--- src/rtl/tlg_pkg.sv ---
// Shared types and constants for the tremolo gain unit.
// Used by every module under rtl; depends on nothing.
`timescale 1ns / 1ps

package tlg_pkg;

  // Field widths
  localparam int MODE_W   = 2;
  localparam int DEPTH_W  = 14;
  localparam int PERIOD_W = 16;
  localparam int STEP_W   = 31;
  localparam int GAIN_W   = 32;
  localparam int TICK_W   = 16;
  localparam int G15_W    = 15;
  localparam int ROM_W    = 16;
  localparam int MUL_W    = 33;
  localparam int ACC_W    = 49;
  localparam int PADDR_W  = 5;
  localparam int PDATA_W  = 32;
  localparam int REG_IDX_W = 3;

  // Oscillator constants: gain values Q1.31, smoothing weights Q0.16
  localparam logic [GAIN_W-1:0] HALF_GAIN  = 32'h4000_0000;
  localparam logic [GAIN_W-1:0] GAIN_MAX   = 32'h7FFF_FFFF;
  localparam logic [16:0]       SMOOTH_K   = 17'd655;
  localparam logic [16:0]       SMOOTH_KEEP = 17'd64881;
  localparam logic [15:0]       ROUND_HALF = 16'h8000;
  localparam logic [G15_W-1:0]  G15_MAX    = 15'h7FFF;
  localparam longint unsigned   HALF_PI_Q30 = 64'd1686629713;

  // Waveform codes
  localparam logic [MODE_W-1:0] MODE_SINE     = 2'd0;
  localparam logic [MODE_W-1:0] MODE_SQUARE   = 2'd1;
  localparam logic [MODE_W-1:0] MODE_TRIANGLE = 2'd2;
  localparam logic [MODE_W-1:0] MODE_RAMP     = 2'd3;

  // Register indexes (byte address / 4)
  localparam logic [REG_IDX_W-1:0] REG_MODE       = 3'd0;
  localparam logic [REG_IDX_W-1:0] REG_DEPTH      = 3'd1;
  localparam logic [REG_IDX_W-1:0] REG_PERIOD     = 3'd2;
  localparam logic [REG_IDX_W-1:0] REG_STEP       = 3'd3;
  localparam logic [REG_IDX_W-1:0] REG_PHASE_STEP = 3'd4;

  // Register reset values
  localparam logic [MODE_W-1:0]   MODE_RST       = MODE_SINE;
  localparam logic [DEPTH_W-1:0]  DEPTH_RST      = 14'd9830;
  localparam logic [PERIOD_W-1:0] PERIOD_RST     = 16'd24000;
  localparam logic [STEP_W-1:0]   STEP_RST       = 31'd53687;
  localparam logic [STEP_W-1:0]   PHASE_STEP_RST = 31'd178957;

  typedef struct packed {
    logic [MODE_W-1:0]   mode;
    logic [DEPTH_W-1:0]  depth;
    logic [PERIOD_W-1:0] period;
    logic [STEP_W-1:0]   step;
    logic [STEP_W-1:0]   phase_step;
  } cfg_t;

  typedef enum logic [3:0] {
    OP_NONE,
    OP_PHASE,
    OP_INDEX,
    OP_SINE_GAIN,
    OP_SQUARE,
    OP_RAMP,
    OP_TRI,
    OP_SMOOTH_A,
    OP_SMOOTH_B,
    OP_SCALE
  } op_t;

  typedef struct packed {
    logic capture;
    op_t  op;
  } cmd_t;

  typedef struct packed {
    logic out_busy;
  } status_t;

  typedef enum logic [3:0] {
    ST_IDLE,
    ST_PHASE,
    ST_INDEX,
    ST_ROM,
    ST_SINE_GAIN,
    ST_TARGET,
    ST_SMOOTH_A,
    ST_SMOOTH_B,
    ST_TRI,
    ST_SCALE
  } state_t;

endpackage

--- src/rtl/tremolo_lfo_gain_unit.sv ---
// Top level of the tremolo gain unit: configuration registers, sequencer
// and datapath. Depends on tlg_pkg, tlg_regs, tlg_ctrl and tlg_dpath.
`timescale 1ns / 1ps

// Usage
//   Input channel: in_valid / in_ready with one signed sample per request.
//   Output channel: out_valid / out_ready with the scaled sample and the
//   Q0.15 gain applied to it. Each request gives exactly one result.
//   Configuration: APB-style port, register i at byte address 4*i (mode,
//   depth, period, step, phase_step); write only while the unit is idle.
// Timing
//   The request is taken in the idle cycle, then walks through a fixed
//   step sequence that shares one 33x33 signed multiplier; the next
//   request is taken once the previous one has passed its scale step:
//     sine           phase, index, table read, sine gain, scale
//     square, ramp   target, smooth A, smooth B, scale
//     triangle       triangle step, scale
//   The sine path spends extra cycles on the phase and index multiplies
//   and on the registered table read.
// Reset and stalls
//   Reset (rst, synchronous) restores the register defaults, sets the gain
//   to 0.5 and clears target, tick counter and direction. A new request is
//   taken while the previous result waits in the output register; the unit
//   holds in its final step until the receiver takes that result.
module tremolo_lfo_gain_unit import tlg_pkg::*; #(
  parameter int SINE_ENTRIES = 256,
  parameter int SAMPLE_BITS  = 16
) (
  input  logic                          clk,
  input  logic                          rst,
  input  logic                          psel,
  input  logic                          penable,
  input  logic                          pwrite,
  input  logic [PADDR_W-1:0]            paddr,
  input  logic [PDATA_W-1:0]            pwdata,
  output logic [PDATA_W-1:0]            prdata,
  output logic                          pready,
  input  logic                          in_valid,
  output logic                          in_ready,
  input  logic signed [SAMPLE_BITS-1:0] sample_in,
  output logic                          out_valid,
  input  logic                          out_ready,
  output logic signed [SAMPLE_BITS-1:0] sample_out,
  output logic [G15_W-1:0]              gain_now
);

  cfg_t    cfg;
  cmd_t    cmd;
  status_t status;

  tlg_regs u_regs (
    .clk    (clk),
    .rst    (rst),
    .psel   (psel),
    .penable(penable),
    .pwrite (pwrite),
    .paddr  (paddr),
    .pwdata (pwdata),
    .prdata (prdata),
    .pready (pready),
    .cfg    (cfg)
  );

  // Sequencer: one request at a time, picks the step list from the mode
  tlg_ctrl u_ctrl (
    .clk     (clk),
    .rst     (rst),
    .in_valid(in_valid),
    .in_ready(in_ready),
    .mode    (cfg.mode),
    .status  (status),
    .cmd     (cmd)
  );

  // Datapath: oscillator state, shared multiplier, sine table, output slot
  tlg_dpath #(
    .SINE_ENTRIES(SINE_ENTRIES),
    .SAMPLE_BITS (SAMPLE_BITS)
  ) u_dpath (
    .clk       (clk),
    .rst       (rst),
    .cfg       (cfg),
    .cmd       (cmd),
    .status    (status),
    .sample_in (sample_in),
    .out_valid (out_valid),
    .out_ready (out_ready),
    .sample_out(sample_out),
    .gain_now  (gain_now)
  );

  // A taken request keeps the sequencer busy in the next cycle
  a_busy_after_take: assert property (@(posedge clk) disable iff (rst)
    in_valid && in_ready |=> !in_ready)
    else $error("input taken again right after a request");

  // Never overwrite a result the receiver has not taken
  a_scale_into_free_slot: assert property (@(posedge clk) disable iff (rst)
    cmd.op == OP_SCALE |-> !status.out_busy)
    else $error("result written over a pending result");

  // A new result only appears after the scaling step
  a_result_from_scale: assert property (@(posedge clk) disable iff (rst)
    $rose(out_valid) |-> $past(cmd.op == OP_SCALE))
    else $error("output valid rose without a scaling step");

endmodule

--- src/rtl/tlg_regs.sv ---
// APB-style configuration registers of the tremolo gain unit.
// Depends on tlg_pkg for the register map and the cfg_t bundle.
`timescale 1ns / 1ps

module tlg_regs import tlg_pkg::*; (
  input  logic               clk,
  input  logic               rst,
  input  logic               psel,
  input  logic               penable,
  input  logic               pwrite,
  input  logic [PADDR_W-1:0] paddr,
  input  logic [PDATA_W-1:0] pwdata,
  output logic [PDATA_W-1:0] prdata,
  output logic               pready,
  output cfg_t               cfg
);

  logic [REG_IDX_W-1:0] reg_idx;
  logic                 wr_en;

  assign reg_idx = paddr[PADDR_W-1:2];
  assign wr_en   = psel && penable && pwrite;
  assign pready  = 1'b1;

  always_ff @(posedge clk) begin
    if (rst) begin
      cfg.mode       <= MODE_RST;
      cfg.depth      <= DEPTH_RST;
      cfg.period     <= PERIOD_RST;
      cfg.step       <= STEP_RST;
      cfg.phase_step <= PHASE_STEP_RST;
    end else if (wr_en) begin
      unique case (reg_idx)
        REG_MODE:       cfg.mode       <= pwdata[MODE_W-1:0];
        REG_DEPTH:      cfg.depth      <= pwdata[DEPTH_W-1:0];
        REG_PERIOD:     cfg.period     <= pwdata[PERIOD_W-1:0];
        REG_STEP:       cfg.step       <= pwdata[STEP_W-1:0];
        REG_PHASE_STEP: cfg.phase_step <= pwdata[STEP_W-1:0];
        default: ;  // drop writes past the map
      endcase
    end
  end

  always_comb begin
    unique case (reg_idx)
      REG_MODE:       prdata = PDATA_W'(cfg.mode);
      REG_DEPTH:      prdata = PDATA_W'(cfg.depth);
      REG_PERIOD:     prdata = PDATA_W'(cfg.period);
      REG_STEP:       prdata = PDATA_W'(cfg.step);
      REG_PHASE_STEP: prdata = PDATA_W'(cfg.phase_step);
      default:        prdata = '0;
    endcase
  end

endmodule

--- src/rtl/tlg_sine_rom.sv ---
// Sine table for the oscillator, built at elaboration by a fixed integer
// Taylor series; registered read. Depends on tlg_pkg for constants.
`timescale 1ns / 1ps

module tlg_sine_rom import tlg_pkg::*; #(
  parameter int SINE_ENTRIES = 256
) (
  input  logic                            clk,
  input  logic [$clog2(SINE_ENTRIES)-1:0] addr,
  output logic signed [ROM_W-1:0]         data
);

  localparam longint unsigned N = SINE_ENTRIES;

  logic signed [ROM_W-1:0] rom_tab [SINE_ENTRIES];

  for (genvar k = 0; k < SINE_ENTRIES; k++) begin : g_tab
    localparam longint unsigned Kx4 = 64'(4 * k);
    localparam longint unsigned Q   = Kx4 / N;
    localparam longint unsigned R0  = Kx4 - Q * N;
    localparam longint unsigned R   = (Q[0]) ? N - R0 : R0;
    localparam longint unsigned X   = (HALF_PI_Q30 * R) / N;
    localparam longint unsigned X2  = (X * X) >> 30;
    localparam longint unsigned T3  = ((X * X2) >> 30) / 6;
    localparam longint unsigned T5  = ((T3 * X2) >> 30) / 20;
    localparam longint unsigned T7  = ((T5 * X2) >> 30) / 42;
    localparam longint unsigned T9  = ((T7 * X2) >> 30) / 72;
    localparam longint S  = longint'(X) - longint'(T3) + longint'(T5)
                          - longint'(T7) + longint'(T9);
    localparam longint unsigned S0 = (S < 0) ? 64'd0 : longint'(S);
    localparam longint unsigned V0 = (S0 * 64'd32767 + 64'd536870912) >> 30;
    localparam longint unsigned V  = (V0 > 64'd32767) ? 64'd32767 : V0;
    localparam logic [ROM_W-1:0] Entry = (Q >= 2) ? ROM_W'(64'd0 - V) : ROM_W'(V);

    assign rom_tab[k] = Entry;
  end

  always_ff @(posedge clk) begin
    data <= rom_tab[addr];
  end

endmodule

--- src/rtl/tlg_ctrl.sv ---
// Sequencer of the tremolo gain unit: walks each request through the steps
// of its waveform and drives the datapath. Depends on tlg_pkg.
`timescale 1ns / 1ps

module tlg_ctrl import tlg_pkg::*; (
  input  logic              clk,
  input  logic              rst,
  input  logic              in_valid,
  output logic              in_ready,
  input  logic [MODE_W-1:0] mode,
  input  status_t           status,
  output cmd_t              cmd
);

  state_t state, state_next;

  always_ff @(posedge clk) begin
    if (rst) begin
      state <= ST_IDLE;
    end else begin
      state <= state_next;
    end
  end

  always_comb begin
    state_next  = state;
    in_ready    = 1'b0;
    cmd.capture = 1'b0;
    cmd.op      = OP_NONE;
    unique case (state)
      ST_IDLE: begin
        in_ready = 1'b1;
        if (in_valid) begin
          cmd.capture = 1'b1;
          unique case (mode)
            MODE_SINE:     state_next = ST_PHASE;
            MODE_TRIANGLE: state_next = ST_TRI;
            MODE_SQUARE,
            MODE_RAMP:     state_next = ST_TARGET;
            default:       state_next = ST_PHASE;
          endcase
        end
      end
      ST_PHASE: begin
        cmd.op     = OP_PHASE;
        state_next = ST_INDEX;
      end
      ST_INDEX: begin
        cmd.op     = OP_INDEX;
        state_next = ST_ROM;
      end
      ST_ROM: begin
        // wait out the table read
        state_next = ST_SINE_GAIN;
      end
      ST_SINE_GAIN: begin
        cmd.op     = OP_SINE_GAIN;
        state_next = ST_SCALE;
      end
      ST_TARGET: begin
        cmd.op     = (mode == MODE_RAMP) ? OP_RAMP : OP_SQUARE;
        state_next = ST_SMOOTH_A;
      end
      ST_SMOOTH_A: begin
        cmd.op     = OP_SMOOTH_A;
        state_next = ST_SMOOTH_B;
      end
      ST_SMOOTH_B: begin
        cmd.op     = OP_SMOOTH_B;
        state_next = ST_SCALE;
      end
      ST_TRI: begin
        cmd.op     = OP_TRI;
        state_next = ST_SCALE;
      end
      ST_SCALE: begin
        // hold until the output slot frees up
        if (!status.out_busy) begin
          cmd.op     = OP_SCALE;
          state_next = ST_IDLE;
        end
      end
      default: state_next = ST_IDLE;
    endcase
  end

endmodule

--- src/rtl/tlg_dpath.sv ---
// Datapath of the tremolo gain unit: oscillator state, one shared signed
// multiplier, the sine table and the output register. Depends on tlg_pkg.
`timescale 1ns / 1ps

module tlg_dpath import tlg_pkg::*; #(
  parameter int SINE_ENTRIES = 256,
  parameter int SAMPLE_BITS  = 16
) (
  input  logic                          clk,
  input  logic                          rst,
  input  cfg_t                          cfg,
  input  cmd_t                          cmd,
  output status_t                       status,
  input  logic signed [SAMPLE_BITS-1:0] sample_in,
  output logic                          out_valid,
  input  logic                          out_ready,
  output logic signed [SAMPLE_BITS-1:0] sample_out,
  output logic [G15_W-1:0]              gain_now
);

  localparam int IDX_W = $clog2(SINE_ENTRIES);

  // Oscillator state
  logic [GAIN_W-1:0] gain_acc;
  logic [GAIN_W-1:0] target_gain;
  logic [TICK_W-1:0] tick_count;
  logic              falling;

  // Per-request scratch
  logic signed [SAMPLE_BITS-1:0] sample_r;
  logic [GAIN_W-1:0]             phase_r;
  logic [IDX_W-1:0]              idx_r;
  logic [ACC_W-1:0]              acc_r;
  logic signed [ROM_W-1:0]       rom_data;

  logic [GAIN_W-1:0]       depth_q31, lo, hi;
  logic [G15_W-1:0]        g15;
  logic signed [MUL_W-1:0] mul_a, mul_b;
  logic signed [2*MUL_W-1:0] prod;
  logic [GAIN_W-1:0]       sine_gain;
  logic [ACC_W:0]          smooth_sum;
  logic signed [GAIN_W+1:0] tri_base, tri_delta, tri_sum;
  logic [GAIN_W-1:0]       tri_gain;
  logic [GAIN_W:0]         ramp_sum;
  logic                    sine_clr, square_clr;

  tlg_sine_rom #(
    .SINE_ENTRIES(SINE_ENTRIES)
  ) u_rom (
    .clk (clk),
    .addr(idx_r),
    .data(rom_data)
  );

  assign depth_q31 = {2'b00, cfg.depth, 16'h0000};
  assign lo        = HALF_GAIN - depth_q31;
  assign hi        = HALF_GAIN + depth_q31;
  assign g15       = gain_acc[GAIN_W-1] ? G15_MAX : gain_acc[GAIN_W-2:16];

  // Shared multiplier operand select
  always_comb begin
    mul_a = '0;
    mul_b = '0;
    unique case (cmd.op)
      OP_PHASE: begin
        mul_a = MUL_W'(tick_count);
        mul_b = MUL_W'(cfg.phase_step);
      end
      OP_INDEX: begin
        mul_a = MUL_W'(phase_r);
        mul_b = MUL_W'(SINE_ENTRIES);
      end
      OP_SINE_GAIN: begin
        mul_a = MUL_W'(cfg.depth);
        mul_b = MUL_W'(rom_data);
      end
      OP_SMOOTH_A: begin
        mul_a = MUL_W'(gain_acc);
        mul_b = MUL_W'(SMOOTH_KEEP);
      end
      OP_SMOOTH_B: begin
        mul_a = MUL_W'(target_gain);
        mul_b = MUL_W'(SMOOTH_K);
      end
      OP_SCALE: begin
        mul_a = MUL_W'(sample_r);
        mul_b = MUL_W'(g15);
      end
      OP_NONE, OP_SQUARE, OP_RAMP, OP_TRI: ;
      default: ;
    endcase
  end

  assign prod = mul_a * mul_b;

  // Gain = 0.5 + 2*depth*entry; stays in range for any 14-bit depth
  assign sine_gain  = HALF_GAIN + {prod[GAIN_W-2:0], 1'b0};
  assign smooth_sum = {1'b0, acc_r} + {1'b0, prod[ACC_W-1:0]} + (ACC_W+1)'(ROUND_HALF);

  assign tri_base  = {2'b00, gain_acc};
  assign tri_delta = {2'b00, cfg.step, 1'b0};
  assign tri_sum   = falling ? tri_base - tri_delta : tri_base + tri_delta;

  always_comb begin
    priority if (tri_sum[GAIN_W+1]) begin
      tri_gain = '0;
    end else if (tri_sum[GAIN_W:GAIN_W-1] != 2'b00) begin
      tri_gain = GAIN_MAX;
    end else begin
      tri_gain = tri_sum[GAIN_W-1:0];
    end
  end

  assign ramp_sum   = {1'b0, target_gain} + (GAIN_W+1)'(cfg.step);
  assign sine_clr   = tick_count >= cfg.period;
  assign square_clr = tick_count >= {1'b0, cfg.period[PERIOD_W-1:1]};

  always_ff @(posedge clk) begin
    if (cmd.capture) begin
      sample_r <= sample_in;
    end
    if (cmd.op == OP_PHASE) begin
      phase_r <= prod[GAIN_W-1:0];
    end
    if (cmd.op == OP_INDEX) begin
      idx_r <= prod[GAIN_W+IDX_W-1:GAIN_W];
    end
    if (cmd.op == OP_SMOOTH_A) begin
      acc_r <= prod[ACC_W-1:0];
    end
  end

  always_ff @(posedge clk) begin
    if (rst) begin
      gain_acc    <= HALF_GAIN;
      target_gain <= '0;
      tick_count  <= '0;
      falling     <= 1'b0;
    end else begin
      unique case (cmd.op)
        OP_SINE_GAIN: begin
          gain_acc   <= sine_gain;
          tick_count <= sine_clr ? TICK_W'(1) : tick_count + TICK_W'(1);
        end
        OP_SQUARE: begin
          if (square_clr) begin
            target_gain <= (target_gain == lo) ? hi : lo;
            tick_count  <= TICK_W'(1);
          end else begin
            tick_count  <= tick_count + TICK_W'(1);
          end
        end
        OP_RAMP: begin
          if (ramp_sum >= {1'b0, hi}) begin
            target_gain <= lo;
            tick_count  <= TICK_W'(1);
          end else begin
            target_gain <= ramp_sum[GAIN_W-1:0];
            tick_count  <= tick_count + TICK_W'(1);
          end
        end
        OP_TRI: begin
          gain_acc <= tri_gain;
          if (tri_gain >= hi || tri_gain <= lo) begin
            falling    <= ~falling;
            tick_count <= TICK_W'(1);
          end else begin
            tick_count <= tick_count + TICK_W'(1);
          end
        end
        OP_SMOOTH_B: begin
          gain_acc <= smooth_sum[ACC_W-2:16];
        end
        OP_NONE, OP_PHASE, OP_INDEX, OP_SMOOTH_A, OP_SCALE: ;
        default: ;
      endcase
    end
  end

  // Output register
  always_ff @(posedge clk) begin
    if (rst) begin
      out_valid <= 1'b0;
    end else if (cmd.op == OP_SCALE) begin
      out_valid <= 1'b1;
    end else if (out_ready) begin
      out_valid <= 1'b0;
    end
  end

  always_ff @(posedge clk) begin
    if (cmd.op == OP_SCALE) begin
      sample_out <= prod[SAMPLE_BITS+14:15];
      gain_now   <= g15;
    end
  end

  assign status.out_busy = out_valid && !out_ready;

endmodule
--- config.mk ---
export PLATFORM = sky130hd
export DESIGN_NAME = tremolo_lfo_gain_unit
export DESIGN_NICKNAME = d
export VERILOG_FILES = /design/src/rtl/tlg_pkg.sv /design/src/rtl/tremolo_lfo_gain_unit.sv /design/src/rtl/tlg_regs.sv /design/src/rtl/tlg_sine_rom.sv /design/src/rtl/tlg_ctrl.sv /design/src/rtl/tlg_dpath.sv
export SDC_FILE = /design/constraint.sdc
export NUM_CORES = 2
export LEC_CHECK = 0
export BUFFER_PORTS_ARGS = -buffer_cell sky130_fd_sc_hd__buf_2
export CAP_MARGIN = 10
export CORE_AREA = 4 4 271 539
export DETAILED_ROUTE_END_ITERATION = 8
export DIE_AREA = 0 0 275 543
export SLEW_MARGIN = 20
export SYNTH_ARGS = -nofsm -noshare
export SYNTH_HDL_FRONTEND = slang
export SYNTH_SLANG_ARGS = --single-unit
--- constraint.sdc ---
create_clock -name clk -period 11.9 [get_ports clk]
set_input_delay 1.785 -clock clk [delete_from_list [all_inputs] [get_ports clk]]
set_output_delay 1.785 -clock clk [all_outputs]
set_load 0.1 [all_outputs]
==> results by group <==
Run status
  – Status: finished, final reports clean

Layout
  – Cell area after layout: 66,900 um^2
  – Fin nets: 8,747
  – Commonest non-fill, non-tap cell in the layout: inv_1
  – Synth-to-Final Area Change: 18.4%
  – Layout cells sized above 1: 14.5%
  – Most frequent cells in the layout: 1,070 x inv_1, 845 x fa_1, 797 x nand2_1

Pwr
  – Switch share: 48.4%
  – Flop pwr share: 12.6%
  – VDD IR max: 0.413 mV
  – Sw Pwr: 5610 uW
  – P per Cell Area: 173 nW/um^2
  – Logic gate share of total power: 76.0%
  – Clock power frac: 11.3%
  – Tot Pwr: 11,600 uW
  – Int Pwr: 5990 uW
  – Leakage power: 0.0315 uW

Placement
  – Routability cong.: 1.05
  – PortBufs: 120
  – DP HPWL: 214,000 um
  – Dpl ws: -0.988 ns
  – Placed Area: 64,600 um^2

Routing
  – DRC Markers: 0
  – WL per Instance: 27.4 um
  – DR vias: 53,300
  – DRT Pass-1 Iters: 6
  – Routed Wire Length: 254,000 um
  – DRC marker count from the first detailed-route iteration: 4,064
  – Post-route ant nets: 0
  – Vias per cell: 5.74

Clock network
  – Clk Latency, worst-skew pair: 0.64 ns
  – H-tree levels: 2
  – CTS tree: done
  – Hold-fix buffer count after cts: 0
  – Root Driver: clkbuf_16
  – Clk pin slew, worst setup/hold paths: 0.06 ns
  – Longest Clk Path Bufs: 3
  – Clock Sinks: 331
  – CTS Buf Count: 38

Die
  – Die height: 543 um
  – Placement row count: 196
  – Chip width: 275 um
  – Initial Util: 39.7%
  – # IOs: 126
  – CORE AREA: 142,000 um^2
  – Die area: 149,000 um^2

GRT
  – Remaining Overflow, GRT: 0
  – Largest net degree at the start of global routing: 145
  – First-pass GRT wire length: 363,000 um
  – Antenna violations before repair: 19
  – Vias in the first global route: 56,100
  – GRT Total Usage: 33.4%

STA
  – Fin. Hold Viols: 0
  – RSZ-0062 raised after global routing: yes
  – Max Clock Skew: 0.0503 ns
  – Fin. max-slew vios: 0
  – Setup Viol. Count Final: 0
  – Final Cycle Share: 97.9%
  – Fmax: 85.8 MHz
  – Max-slew headroom: 17.7%
  – Slew @ Worst Pin: 1.22 ns
  – Setup WS post-layout: 0.248 ns
  – Final min period: 11.65 ns

Worst setup path
  – Nature of the critical path endpoint: flip-flop
  – Critical path arrival: 12.14 ns
  – Critical-path top delay cell: fa_1
  – Max stage delay on crit path: 0.59 ns
  – Top Family by Delay on Critical Path: adder cells
  – Worst setup path class: input port to flip-flop
  – Worst Path Required: 12.39 ns
  – CP bufs+invs: 12
  – CP Max Fanout: 8
  – Crit path launch type: input port

Hold path
  – Hold WC Path Type: flip-flop to flip-flop

Synth
  – Seq/Total Area, Yosys: 14.1%
  – Syn Inst Count: 6,751
  – FF+latch count, synth: 331
  – EDFF count, synth: 135
  – Avg Cell Area, Syn: 8.37 um^2
  – Yosys warning count: 0
  – Top FF cell, synth: dfxtp_1
  – Mapped Area: 56,500 um^2
  – Synth cell types: 86
  – Ys async rst share: 0%

Flow run
  – Max-cap viol count: 0
## metal layers
metal	vias to the layer above	share of wire [%]	global-route usage (%)
li1	23400	-	-
met2	2465	51	60.7
met4	6	12	30.6
met3	1037	5.7	4.31
met5	-	0.014	0
met1	26500	31	32.3
## synthesized netlist by cell type, types with 17 or more instances
| master | number | area, um^2 |
|---|---|---|
| a211o_1 | 25 | 219 |
| a211oi_1 | 77 | 578 |
| a21o_1 | 98 | 736 |
| a21oi_1 | 394 | 1970 |
| a221o_1 | 37 | 370 |
| a221oi_1 | 39 | 342 |
| a22o_1 | 17 | 149 |
| a22oi_1 | 67 | 503 |
| a311oi_1 | 18 | 158 |
| a31oi_1 | 54 | 338 |
| and2_1 | 23 | 144 |
| and3_1 | 21 | 131 |
| buf_1 | 43 | 161 |
| clkbuf_1 | 318 | 1190 |
| dfxtp_1 | 196 | 3920 |
| edfxtp_1 | 135 | 4050 |
| fa_1 | 860 | 17200 |
| ha_1 | 457 | 5720 |
| inv_1 | 1074 | 4030 |
| mux2i_1 | 25 | 250 |
| nand2_1 | 800 | 3000 |
| nand2b_1 | 52 | 325 |
| nand3_1 | 102 | 510 |
| nand4_1 | 34 | 213 |
| nor2_1 | 730 | 2740 |
| nor2b_1 | 50 | 313 |
| nor3_1 | 78 | 390 |
| nor4_1 | 19 | 119 |
| o211ai_1 | 60 | 450 |
| o21a_1 | 39 | 293 |
| o21ai_0 | 265 | 1330 |
| o21bai_1 | 20 | 150 |
| o22ai_1 | 17 | 106 |
| o31ai_1 | 31 | 233 |
| or3_1 | 28 | 175 |
| xnor2_1 | 133 | 1160 |
| xor2_1 | 69 | 604 |
## final cells by class
class	instances	area [um^2]
fillers	14000	75300
multi-input cells	5098	44300
flip-flops and latches	331	7980
repair buffers	824	6880
inverters	1077	4050
well taps	1881	2350
clock buffers	46	1010
clock inverters	24	317
diodes	7	17.5
## logic make-up after synthesis
group	share of synthesized area [%]
adder cells (fa/ha/maj)	40.6
AO/OA/AOI/OAI	16.2
XOR/XNOR	3.13
AND/OR/NAND/NOR	15.5
buffers and inverters	9.63
flip-flops	14.1
other	0.0133
multiplexers	0.781
## metrics by stage
step	hold slack [ns]	utilization, %	std cells	setup TNS (ns)
detailed placement	0.472	45.4	9169	-15.09
CTS	0.482	46.4	9242	0
global route	0.517	47.0	9283	-0.279
global placement	0.464	45.4	9169	-15.02
finish	0.483	47.0	9288	0
floorplan	0.449	-	6873	0
## flip-flops by register name, summed over array words and instances, names as in the netlist
register	flops
u_dpath.acc_r	48
u_dpath.falling	1
u_dpath.gain_now	15
u_dpath.sample_r	16
u_ctrl.state	4
u_dpath.out_valid	1
u_dpath.sample_out	16
u_dpath.u_rom.data	16
u_dpath.target_gain	32
u_dpath.phase_r	32
u_regs.cfg	94
u_dpath.tick_count	16
u_dpath.idx_r	8
u_dpath.gain_acc	32
## power by group through the flow
stage	logic, uW	registers, uW	clock network, uW
6_report	8810	1460	1310
5_1_grt	9550	1460	1370
4_1_cts	8610	1460	1340
3_5_place_dp	8450	1480	0
3_3_place_gp	8400	1480	0
2_1_floorplan	5130	1440	0
## path summary, 6_finish.rpt
| kind | start | end | slack [ns] | cells past startpoint |
|---|---|---|---|---|
| min | u_regs.cfg[90] | u_regs.cfg[90] | 0.48 | 2 |
| min reg2reg | u_regs.cfg[90] | u_regs.cfg[90] | 0.48 | 2 |
| max reg2reg | u_ctrl.state[0] | u_dpath.gain_acc[31] | 0.37 | 44 |
| max | out_ready | u_dpath.gain_acc[31] | 0.25 | 48 |
## what timing repair did
| item | in CTS | in global routing |
|---|---|---|
| pin swaps | 11 | 72 |
| gates resized for setup | 20 | 100 |
| endpoints found under the setup margin | 16 | 19 |
| setup buffers | 3 | 33 |
| gates cloned | 0 | 6 |
## tightest hold or removal path: stages, from the launching register on
cell     delay (ns)
dfxtp_1        0.33
nand2_1        0.06
a21oi_1        0.05
No activity file was read; power rests on OpenSTA's default activity.
